**config.mk**
```make
export PLATFORM = sky130hd
export DESIGN_NAME = lfu_page_replacement
export DESIGN_NICKNAME = d
export VERILOG_FILES = /design/src/lfu_pkg.sv /design/src/lfu_ctrl.sv /design/src/lfu_dp.sv /design/src/lfu_page_replacement.sv
export SDC_FILE = /design/constraint.sdc
export NUM_CORES = 1
export LEC_CHECK = 0
export BUFFER_PORTS_ARGS = -buffer_cell sky130_fd_sc_hd__buf_2
export CAP_MARGIN = 15
export CORE_ASPECT_RATIO = 1.4
export CORE_MARGIN = 2
export CORE_UTILIZATION = 50
export DETAILED_ROUTE_END_ITERATION = 10
export PLACE_DENSITY = 0.71
export SLEW_MARGIN = 20
export SYNTH_ARGS = -nofsm -noshare
export SYNTH_HDL_FRONTEND = slang
export SYNTH_HIERARCHICAL = 1
export SYNTH_SLANG_ARGS = --single-unit
```
**constraint.sdc**
```tcl
create_clock -name clk_i -period 7.6 [get_ports clk_i]
set_clock_uncertainty 0.2 [all_clocks]
set_input_delay 0.38 -clock clk_i [delete_from_list [all_inputs] [get_ports clk_i]]
set_output_delay 0.38 -clock clk_i [all_outputs]
set_load 0.05 [all_outputs]
```
**src/lfu_pkg.sv**
```systemverilog
// Shared constants, command/status types for the LFU page replacement block.
package lfu_pkg;

  localparam int FRAMES_DEF     = 8;
  localparam int PAGE_BITS_DEF  = 16;
  localparam int COUNT_BITS_DEF = 16;

  localparam int CFG_W       = 4;
  localparam int REF_W       = 32;
  localparam int FAULT_W     = 32;
  localparam int FRAME_OUT_W = 3;

  localparam logic [CFG_W-1:0] FRAMES_IN_USE_RST = 4'd8;

  // Where the frame being written comes from
  typedef enum logic [1:0] {
    SEL_HIT,
    SEL_EMPTY,
    SEL_VICTIM
  } sel_src_e;

  typedef struct packed {
    logic     load;       // latch the request page
    logic     best_init;  // seed the victim search with frame 0
    logic     scan_step;  // compare one more frame against the best so far
    logic     commit;     // update the chosen frame and issue the result
    sel_src_e src;
  } lfu_cmd_t;

  typedef struct packed {
    logic hit;
    logic has_empty;
    logic one_frame;
    logic scan_done;
  } lfu_stat_t;

endpackage

```
**src/lfu_ctrl.sv**
```systemverilog
// Sequencer: lookup, optional victim scan, commit.
module lfu_ctrl
  import lfu_pkg::*;
(
  input  logic      clk_i,
  input  logic      rst_ni,
  input  logic      start_i,
  input  lfu_stat_t stat_i,
  output lfu_cmd_t  cmd_o,
  output logic      busy_o
);

  localparam logic [1:0] S_IDLE   = 2'd0;
  localparam logic [1:0] S_LOOKUP = 2'd1;
  localparam logic [1:0] S_SCAN   = 2'd2;
  localparam logic [1:0] S_VICTIM = 2'd3;

  logic [1:0] state_q, state_d;

  always_ff @(posedge clk_i or negedge rst_ni) begin
    if (!rst_ni) begin
      state_q <= S_IDLE;
    end else begin
      state_q <= state_d;
    end
  end

  always_comb begin
    state_d         = state_q;
    cmd_o.load      = 1'b0;
    cmd_o.best_init = 1'b0;
    cmd_o.scan_step = 1'b0;
    cmd_o.commit    = 1'b0;
    cmd_o.src       = SEL_HIT;
    unique case (state_q)
      S_IDLE: begin
        if (start_i) begin
          cmd_o.load = 1'b1;
          state_d    = S_LOOKUP;
        end
      end
      S_LOOKUP: begin
        if (stat_i.hit) begin
          cmd_o.commit = 1'b1;
          cmd_o.src    = SEL_HIT;
          state_d      = S_IDLE;
        end else if (stat_i.has_empty) begin
          cmd_o.commit = 1'b1;
          cmd_o.src    = SEL_EMPTY;
          state_d      = S_IDLE;
        end else begin
          cmd_o.best_init = 1'b1;
          state_d         = stat_i.one_frame ? S_VICTIM : S_SCAN;
        end
      end
      S_SCAN: begin
        cmd_o.scan_step = 1'b1;
        if (stat_i.scan_done) begin
          state_d = S_VICTIM;
        end
      end
      S_VICTIM: begin
        cmd_o.commit = 1'b1;
        cmd_o.src    = SEL_VICTIM;
        state_d      = S_IDLE;
      end
      default: begin
        state_d = S_IDLE;
      end
    endcase
  end

  assign busy_o = (state_q != S_IDLE);

  a_lookup_after_start: assert property (@(posedge clk_i) disable iff (!rst_ni)
    (state_q == S_LOOKUP) |-> $past(start_i))
    else $error("lookup entered without a start");

  a_scan_entry: assert property (@(posedge clk_i) disable iff (!rst_ni)
    (state_q == S_SCAN) |-> ($past(state_q) == S_LOOKUP || $past(state_q) == S_SCAN))
    else $error("scan entered from wrong state");

endmodule

```
**src/lfu_dp.sv**
```systemverilog
// Frame table, tag compare, victim scan, counters and result registers.
module lfu_dp
  import lfu_pkg::*;
#(
  parameter int FRAMES     = FRAMES_DEF,
  parameter int PAGE_BITS  = PAGE_BITS_DEF,
  parameter int COUNT_BITS = COUNT_BITS_DEF
) (
  input  logic                   clk_i,
  input  logic                   rst_ni,
  input  lfu_cmd_t               cmd_i,
  output lfu_stat_t              stat_o,
  input  logic [PAGE_BITS-1:0]   page_i,
  input  logic                   cfg_valid_i,
  input  logic [CFG_W-1:0]       cfg_data_i,
  output logic                   valid_o,
  output logic                   hit_o,
  output logic [FRAME_OUT_W-1:0] frame_index_o,
  output logic                   evicted_valid_o,
  output logic [PAGE_BITS-1:0]   evicted_page_o,
  output logic [FAULT_W-1:0]     fault_total_o
);

  localparam int IDX_W = (FRAMES > 1) ? $clog2(FRAMES) : 1;
  localparam int KEY_W = COUNT_BITS + REF_W;
  localparam int CMP_W = IDX_W + 5;

  logic [CFG_W-1:0]      cfg_q;
  logic [PAGE_BITS-1:0]  req_page_q;
  logic [FRAMES-1:0]     valid_q;
  logic [PAGE_BITS-1:0]  page_q    [FRAMES];
  logic [COUNT_BITS-1:0] uses_q    [FRAMES];
  logic [REF_W-1:0]      arrival_q [FRAMES];
  logic [REF_W-1:0]      ref_idx_q;
  logic [FAULT_W-1:0]    fault_q;

  logic [IDX_W-1:0]     scan_idx_q;
  logic [IDX_W-1:0]     best_idx_q;
  logic [KEY_W-1:0]     best_key_q;
  logic [PAGE_BITS-1:0] best_page_q;

  logic                 res_valid_q;
  logic                 res_hit_q;
  logic [FRAME_OUT_W-1:0] res_frame_q;
  logic                 res_ev_valid_q;
  logic [PAGE_BITS-1:0] res_ev_page_q;

  logic [CFG_W-1:0]  eff;
  logic [FRAMES-1:0] active;
  logic [FRAMES-1:0] hit_vec;
  logic [FRAMES-1:0] empty_vec;
  logic [IDX_W-1:0]  hit_idx;
  logic [IDX_W-1:0]  empty_idx;
  logic [IDX_W-1:0]  sel_idx;
  logic [KEY_W-1:0]  lane_key;

  function automatic logic [IDX_W-1:0] first_set(input logic [FRAMES-1:0] v);
    logic [IDX_W-1:0] r;
    r = '0;
    for (int k = FRAMES - 1; k >= 0; k--) begin
      if (v[k]) r = IDX_W'(k);
    end
    return r;
  endfunction

  // A count of zero behaves as one; counts past FRAMES simply leave no extra lanes.
  assign eff = (cfg_q == '0) ? CFG_W'(1) : cfg_q;

  always_comb begin
    for (int j = 0; j < FRAMES; j++) begin
      active[j]    = (j < int'(eff));
      hit_vec[j]   = active[j] && valid_q[j] && (page_q[j] == req_page_q);
      empty_vec[j] = active[j] && !valid_q[j];
    end
  end

  assign hit_idx   = first_set(hit_vec);
  assign empty_idx = first_set(empty_vec);

  assign stat_o.hit       = |hit_vec;
  assign stat_o.has_empty = |empty_vec;
  assign stat_o.one_frame = (eff == CFG_W'(1)) || (FRAMES == 1);
  assign stat_o.scan_done = (CMP_W'(scan_idx_q) + CMP_W'(1) >= CMP_W'(eff)) ||
                            (scan_idx_q == IDX_W'(FRAMES - 1));

  assign lane_key = {uses_q[scan_idx_q], arrival_q[scan_idx_q]};

  always_comb begin
    unique case (cmd_i.src)
      SEL_HIT:    sel_idx = hit_idx;
      SEL_EMPTY:  sel_idx = empty_idx;
      SEL_VICTIM: sel_idx = best_idx_q;
      default:    sel_idx = best_idx_q;
    endcase
  end

  // Control-side state
  always_ff @(posedge clk_i or negedge rst_ni) begin
    if (!rst_ni) begin
      cfg_q       <= FRAMES_IN_USE_RST;
      valid_q     <= '0;
      ref_idx_q   <= '0;
      fault_q     <= '0;
      res_valid_q <= 1'b0;
      for (int j = 0; j < FRAMES; j++) begin
        uses_q[j] <= '0;
      end
    end else begin
      if (cfg_valid_i) begin
        cfg_q <= cfg_data_i;
      end
      res_valid_q <= cmd_i.commit;
      if (cmd_i.commit) begin
        if (ref_idx_q != '1) ref_idx_q <= ref_idx_q + REF_W'(1);
        if (cmd_i.src != SEL_HIT && fault_q != '1) fault_q <= fault_q + FAULT_W'(1);
        for (int j = 0; j < FRAMES; j++) begin
          if (sel_idx == IDX_W'(j)) begin
            if (cmd_i.src == SEL_HIT) begin
              if (uses_q[j] != '1) uses_q[j] <= uses_q[j] + COUNT_BITS'(1);
            end else begin
              uses_q[j]  <= COUNT_BITS'(1);
              valid_q[j] <= 1'b1;
            end
          end
        end
      end
    end
  end

  // Payload storage
  always_ff @(posedge clk_i) begin
    if (cmd_i.load) begin
      req_page_q <= page_i;
    end
    if (cmd_i.best_init) begin
      best_idx_q  <= '0;
      best_key_q  <= {uses_q[0], arrival_q[0]};
      best_page_q <= page_q[0];
      scan_idx_q  <= IDX_W'(1);
    end else if (cmd_i.scan_step) begin
      // strict less keeps the earlier lane on a full tie
      if (lane_key < best_key_q) begin
        best_idx_q  <= scan_idx_q;
        best_key_q  <= lane_key;
        best_page_q <= page_q[scan_idx_q];
      end
      scan_idx_q <= scan_idx_q + IDX_W'(1);
    end
    if (cmd_i.commit) begin
      res_hit_q      <= (cmd_i.src == SEL_HIT);
      res_frame_q    <= FRAME_OUT_W'(sel_idx);
      res_ev_valid_q <= (cmd_i.src == SEL_VICTIM);
      res_ev_page_q  <= (cmd_i.src == SEL_VICTIM) ? best_page_q : '0;
      for (int j = 0; j < FRAMES; j++) begin
        if (sel_idx == IDX_W'(j) && cmd_i.src != SEL_HIT) begin
          page_q[j]    <= req_page_q;
          arrival_q[j] <= ref_idx_q;
        end
      end
    end
  end

  assign valid_o         = res_valid_q;
  assign hit_o           = res_hit_q;
  assign frame_index_o   = res_frame_q;
  assign evicted_valid_o = res_ev_valid_q;
  assign evicted_page_o  = res_ev_page_q;
  assign fault_total_o   = fault_q;

  a_evict_not_hit: assert property (@(posedge clk_i) disable iff (!rst_ni)
    (res_valid_q && res_ev_valid_q) |-> !res_hit_q)
    else $error("eviction reported on a hit");

  a_fault_counts: assert property (@(posedge clk_i) disable iff (!rst_ni)
    (res_valid_q && !res_hit_q) |-> (fault_q != $past(fault_q) || fault_q == '1))
    else $error("fault total did not advance on a fault");

endmodule

```
**src/lfu_page_replacement.sv**
```systemverilog
// LFU page replacement with FIFO tie-break: top level.
//
// Usage: drive page_i and pulse start_i; the reference is taken at a rising
// edge with start_i high and busy_o low. busy_o stays high until the result
// has been produced. Each reference yields one result, shown for exactly one
// cycle with valid_o high: hit_o, frame_index_o, evicted_valid_o,
// evicted_page_o and fault_total_o (fault_total_o holds until the next fault).
// The receiver cannot stall; results must be taken in that cycle.
// Flow: a hit, or a fault that fills an empty active frame, commits straight
// from the lookup, and the result registers are loaded at the commit edge. A
// fault with all active frames full runs a victim scan that compares one frame
// per cycle over the active frames (none with one active frame), then commits.
// Config: the frames_in_use register is written through cfg_valid_i /
// cfg_data_i (cfg_ready_o is always high); the user must write it only while
// the block is idle, and the block itself does not enforce this.
// Reset: all frames empty, use counts, reference index and fault total zero,
// frames_in_use = 8.
module lfu_page_replacement
  import lfu_pkg::*;
#(
  parameter int FRAMES     = FRAMES_DEF,
  parameter int PAGE_BITS  = PAGE_BITS_DEF,
  parameter int COUNT_BITS = COUNT_BITS_DEF
) (
  input  logic                   clk_i,
  input  logic                   rst_ni,
  input  logic                   start_i,
  output logic                   busy_o,
  input  logic [PAGE_BITS-1:0]   page_i,
  input  logic                   cfg_valid_i,
  output logic                   cfg_ready_o,
  input  logic [CFG_W-1:0]       cfg_data_i,
  output logic                   valid_o,
  output logic                   hit_o,
  output logic [FRAME_OUT_W-1:0] frame_index_o,
  output logic                   evicted_valid_o,
  output logic [PAGE_BITS-1:0]   evicted_page_o,
  output logic [FAULT_W-1:0]     fault_total_o
);

  lfu_cmd_t  cmd;
  lfu_stat_t stat;

  assign cfg_ready_o = 1'b1;

  lfu_ctrl u_ctrl (
    .clk_i   (clk_i),
    .rst_ni  (rst_ni),
    .start_i (start_i),
    .stat_i  (stat),
    .cmd_o   (cmd),
    .busy_o  (busy_o)
  );

  lfu_dp #(
    .FRAMES     (FRAMES),
    .PAGE_BITS  (PAGE_BITS),
    .COUNT_BITS (COUNT_BITS)
  ) u_dp (
    .clk_i           (clk_i),
    .rst_ni          (rst_ni),
    .cmd_i           (cmd),
    .stat_o          (stat),
    .page_i          (page_i),
    .cfg_valid_i     (cfg_valid_i),
    .cfg_data_i      (cfg_data_i),
    .valid_o         (valid_o),
    .hit_o           (hit_o),
    .frame_index_o   (frame_index_o),
    .evicted_valid_o (evicted_valid_o),
    .evicted_page_o  (evicted_page_o),
    .fault_total_o   (fault_total_o)
  );

endmodule
```
# Word-level counts from Yosys, hierarchy flattened
# Memory sizes are Yosys's and may differ from the RTL's. A register that Yosys moved wholly into a read port is not among the register bits.
# Cells that the tools add are included.
[op_classes]
add_sub_neg = 12
magnitude_cmp = 11
n_eq_ne = 42
muxes = 128
bitwise_logic = 2
reduce_logical = 87
[ops]
columns = ["operator", "n"]
rows = [
  ["$mux 16", 28],
  ["$mux 32", 7],
  ["$reduce_or 32->1", 7],
  ["$mux 48", 3],
  ["$add 16x1->16 const B", 8],
  ["$eq 16x16->1", 8],
  ["$ne 16x16->1 const B", 8],
  ["$reduce_or 16->1", 7],
  ["$mux 3", 36],
  ["$add 32x1->32 const B", 2],
  ["$ne 32x32->1 const B", 2],
  ["$bmux 16 s3", 1],
  ["$lt 48x48->1", 1],
  ["$reduce_and 3->1", 16],
  ["$mux 1", 45],
  ["$logic_and 1x1->1", 33],
  ["$ne 2x2->1 const B", 10],
  ["$lt 3x4->1 const A", 4],
  ["$reduce_or 8->1", 2],
  ["$eq 3x3->1 const B", 5],
  ["$pmux 3 s2", 2],
  ["$reduce_and 2->1", 5],
  ["$ge 8x4->1", 1],
  ["$logic_not 1->1", 8],
  ["other kinds (20)", 33],
]
[totals]
register_bits = 314
ramBits = 384
inputBits = 24
out_inout_bits = 56
memories = 2
[memory_table]
columns = ["name", "words", "width", "rd", "rd_ports_with_merged_regs", "write_ports", "line", "source"]
rows = [
  ["u_dp.arrival_q", 8, 32, 2, 1, 1, "lfu_dp.sv:33", "logic [REF_W-1:0] arrival_q [FRAMES];"],
  ["u_dp.page_q", 8, 16, 9, 1, 1, "lfu_dp.sv:31", "logic [PAGE_BITS-1:0] page_q [FRAMES];"],
]

# Longest topological paths before layout
[logic_depth]
ltp_word = 27
mapped_depth = 22
depth_no_buf = 16

# Modules after synthesis
# The synthesis kept the hierarchy.
[modules_own_cells]
columns = ["module", "instances", "cells_each", "area_per_inst_um2", "seq_area_each_um2"]
rows = [
  ["lfu_dp", 1, 2394, 32942.8, 19875.3],
  ["lfu_ctrl", 1, 14, 135.1, 50.0],
  ["lfu_page_replacement", 1, 2, 11.3, 0.0],
]

# Worst setup path before layout
# No wires, ideal clock.
[synth_timing]
path_type = "register -> register"
start = "reg u_dp.req_page_q[7]"
end = "reg u_dp/uses_q[53] in the netlist's numbering"
setup_ns = 0.124
t_arrival_ns = 5.642
path_slack_ns = 1.634
stages_incl_launch_ff = 23
path_buffers = 6
path_cell_list = "edfxtp_1 > buf_6 > xor2_1 > or4b_1 > nor3_2 > and3_1 > or2_2 > nand4b_1 > nor3_1 > or2_2 > clkbuf_1 > inv_1 > clkbuf_1 > nand3_1 > o31a_1 > buf_4 > inv_2 > buf_6 > nand3_1 > inv_1 > clkbuf_1 > or4_1 > nand2_1"
[synth_rtl]
columns = ["element", "line", "source"]
rows = [
  ["from (decl)", "lfu_dp.sv:29", "logic [PAGE_BITS-1:0] req_page_q;"],
  ["from (signal assigned)", "lfu_dp.sv:133", "req_page_q <= page_i;"],
  ["to (signal, indexed assignment)", "lfu_dp.sv:106", "uses_q[j] <= '0;"],
  ["to (signal, indexed assignment)", "lfu_dp.sv:121", "uses_q[j] <= COUNT_BITS'(1);"],
  ["to (decl)", "lfu_dp.sv:32", "logic [COUNT_BITS-1:0] uses_q [FRAMES];"],
]

==> results.json <==
{
  "rr_startpoint": "u_dp/req_page_q[0]",
  "drv_cap": 0,
  "routed-wl-met3_mm": 4.74,
  "wire_per_inst_microns": 24.7,
  "wl_met2_mm": 43.7,
  "coreArea_sq_um": 65400,
  "ys_warn_count": 6,
  "critPathLaunch": "u_dp/req_page_q[0]",
  "cts_buffer_depth": 3,
  "synth_area_per_cell_sq_um": 13.7,
  "cts-htree-levels": 3,
  "crit_type": "flop to flop",
  "die_w_microns": 221,
  "rsz0062_at_grt": "no",
  "setup-violations-final": 0,
  "port_buffers": 78,
  "wl_met1_mm": 32.8,
  "ff2ff_path_depth": 16,
  "fp.dieH_microns": 308,
  "synthFlopType": "edfxtp_1",
  "drcViolationCount": 0,
  "worstPathRequired_ns": 7.90,
  "synth_seq_area_share": 0.602,
  "min_path_type": "input pin to async pin",
  "crit_fanout": 27,
  "drive_above_1_share": 0.193,
  "top_layer_used": "met4",
  "synth-edff-count": 485,
  "gr-usage-all-layers": 0.249,
  "dp_cells": 3269,
  "row_count": 111,
  "netlist.area_leader.share": 0.440,
  "finalCritPeriodShare": 0.867,
  "dr.pass1.iters": 5,
  "seqCellArea_sq_um": 19900,
  "yosysUniqueCellTypes": 77,
  "fin_ws_ns": 1.01,
  "clk_latency_ns": 0.63,
  "dieArea_sq_um": 68300,
  "r2r_slack_ns": 1.01,
  "worst_ep_arrival_time_ns": 6.89,
  "dr.first_iter.drc_count": 1932,
  "relSlewSlack": 0.294,
  "cts.reportedPaths.clkPinSlew_ns": 0.06,
  "cts_sinks": 701,
  "p_total_mw": 12.3,
  "endpoint_kind": "flop",
  "grt_pass1_vias": 21428,
  "yosysMostFrequentCell": "edfxtp_1",
  "cp-start-kind": "flop",
  "placed_cell_area_sq_um": 34500,
  "maxSlewViolCount": 0,
  "num_io_pins": 80,
  "cts_tree": "built",
  "synth_area_sq_um": 33100,
  "hold_viol": 0,
  "root_buffer": "clkbuf_16",
  "synth_common_cells": "edfxtp_1, dfrtp_1, o21ai_0",
  "overflow": 0,
  "holdWs_ns": 0.221,
  "fin_area_sq_um": 37100,
  "nNetsFinal": 2607,
  "wl_mm": 84.6,
  "utilization": 0.567,
  "stdcell_count": 3422,
  "fillers": 5065,
  "grt_max_degree": 108,
  "cts_inserted_buffers": 68,
  "diodes": 0,
  "synth_cells": 2410,
  "r2r_end": "u_dp/uses_q[12]",
  "synth_seq_cells": 701,
  "ys_async_sr_fraction": 0.295,
  "critPathCapture": "u_dp/uses_q[12]",
  "initial_utilization": 0.506,
  "syn_nets": 2496,
  "tns_ns": 0,
  "vias_per_cell": 6.20,
  "peakVddDrop_v": 0.000229,
  "powerDensity_nw_per_um2": 330,
  "antenna_found_initial": 1,
  "syn2layout_area_growth_pct": 12.1,
  "place_congestion": 0.977,
  "hpwl_mm": 56.4,
  "status": "complete, no violations",
  "leakagePower_nw": 13.8,
  "multi_input_area_sq_um": 12400,
  "fin_crit_ns": 6.59,
  "cts_resized": 0,
  "timing.fmax_mhz": 152,
  "pre_cts_slack_ns": 1.23,
  "grt_pass1_wl_mm": 129,
  "synthTopCellsByArea": "edfxtp_1, dfrtp_1, mux4_2",
  "antenna_left": 0,
  "via_count": 21217,
  "tightest_slew_ns": 1.06,
  "synth_top_cell_by_area": "edfxtp_1"
}
-- cell type report --
class	instances	area share
clock inverters	41	0.0132
repair buffers	148	0.0283
clock buffers	83	0.0499
flip-flops and latches	701	0.538
well taps	847	0.0286
multi-input cells	1515	0.334
inverters	87	0.00881
-- routing by layer --
metal,vias to the layer above,GRT usage
met5,-,0
met4,0,0.104
met3,186,0.0325
met2,838,0.442
met1,10801,0.308
li1,9392,-
-- flip-flops by register name, summed over array words and instances, names as in the netlist, 16 cells and up, named ones only --
name / cells
u_dp/arrival_q: 256
u_dp/best_key_q: 48
u_dp/best_page_q: 16
u_dp/evicted_page_o: 16
u_dp/fault_total_o: 32
u_dp/page_q: 128
u_dp/ref_idx_q: 32
u_dp/req_page_q: 16
u_dp/uses_q: 128
-- cell families (layout without fill, tap and decap cells) --
kind of cell / count (synthesis) / count (layout) / synth area share
compound gates: 344 / 344 / 0.0628
xor+xnor: 195 / 195 / 0.0518
fa+ha+maj: 63 / 63 / 0.0237
buf+inv: 194 / 359 / 0.0244
flops: 701 / 701 / 0.602
mux: 248 / 248 / 0.127
other cells: 1 / 1 / 0.000113
simple gates: 664 / 664 / 0.108
-- timing repair --
item,4_1_cts,5_1_grt
endpoints found under the hold margin,126,0
buffers inserted,0,0
hold buffers,29,0
-- placed cells by master, fill, tap and decap left out, types with 43 or more instances in the layout --
cell type    n
nand3_1     98
xor2_1     108
ha_1        62
nor4_1      43
edfxtp_1   485
or3_1       55
inv_1       79
clkbuf_16   69
dfrtp_1    206
nand2_1    137
o21ai_0    153
a21oi_1     75
nor2_1      86
mux4_2     128
xnor2_1     86
mux2_2      98
buf_2       77
nand4_1     44
-- report_power, final --
| group | internal [mW] | switching (mW) | total (mW) |
|---|---|---|---|
| combinational | 1.52 | 1.93 | 3.44 |
| sequential | 4.72 | 0.558 | 5.27 |
| clock | 2.06 | 1.48 | 3.54 |
-- how the worst min path moves through the flow --
stage | from | cells past startpoint | slack (ns) | to
finish | rst_ni | 2 | 0.22 | u_dp/uses_q[84]
global route | page_i[3] | 2 | 0.28 | u_dp/req_page_q[3]
CTS | page_i[5] | 2 | 0.25 | u_dp/req_page_q[5]
detailed placement | u_dp/fault_total_o[24] | 1 | 0.29 | u_dp/fault_total_o[24]
global placement | u_dp/fault_total_o[9] | 1 | 0.28 | u_dp/fault_total_o[9]
floorplan | rst_ni | 0 | -0.12 | async pin
-- worst max-delay path: stages (launching register included) --
cell and delay [ns]:
edfxtp_1 0.77, xor2_1 0.39, nor4_1 0.10, nand3_1 0.15, a2bb2o_1 0.35, nor3b_1 0.41
nand4b_1 0.30, nor3_1 0.37, nand2_1 0.08, nor2_1 0.16, o21ai_0 0.14, o21ai_0 0.62
nor3_1 0.24, a211o_1 0.40, nand4b_1 0.82, or2_1 0.60, o41ai_1 0.31
Power figures use the tool's default switching activity.
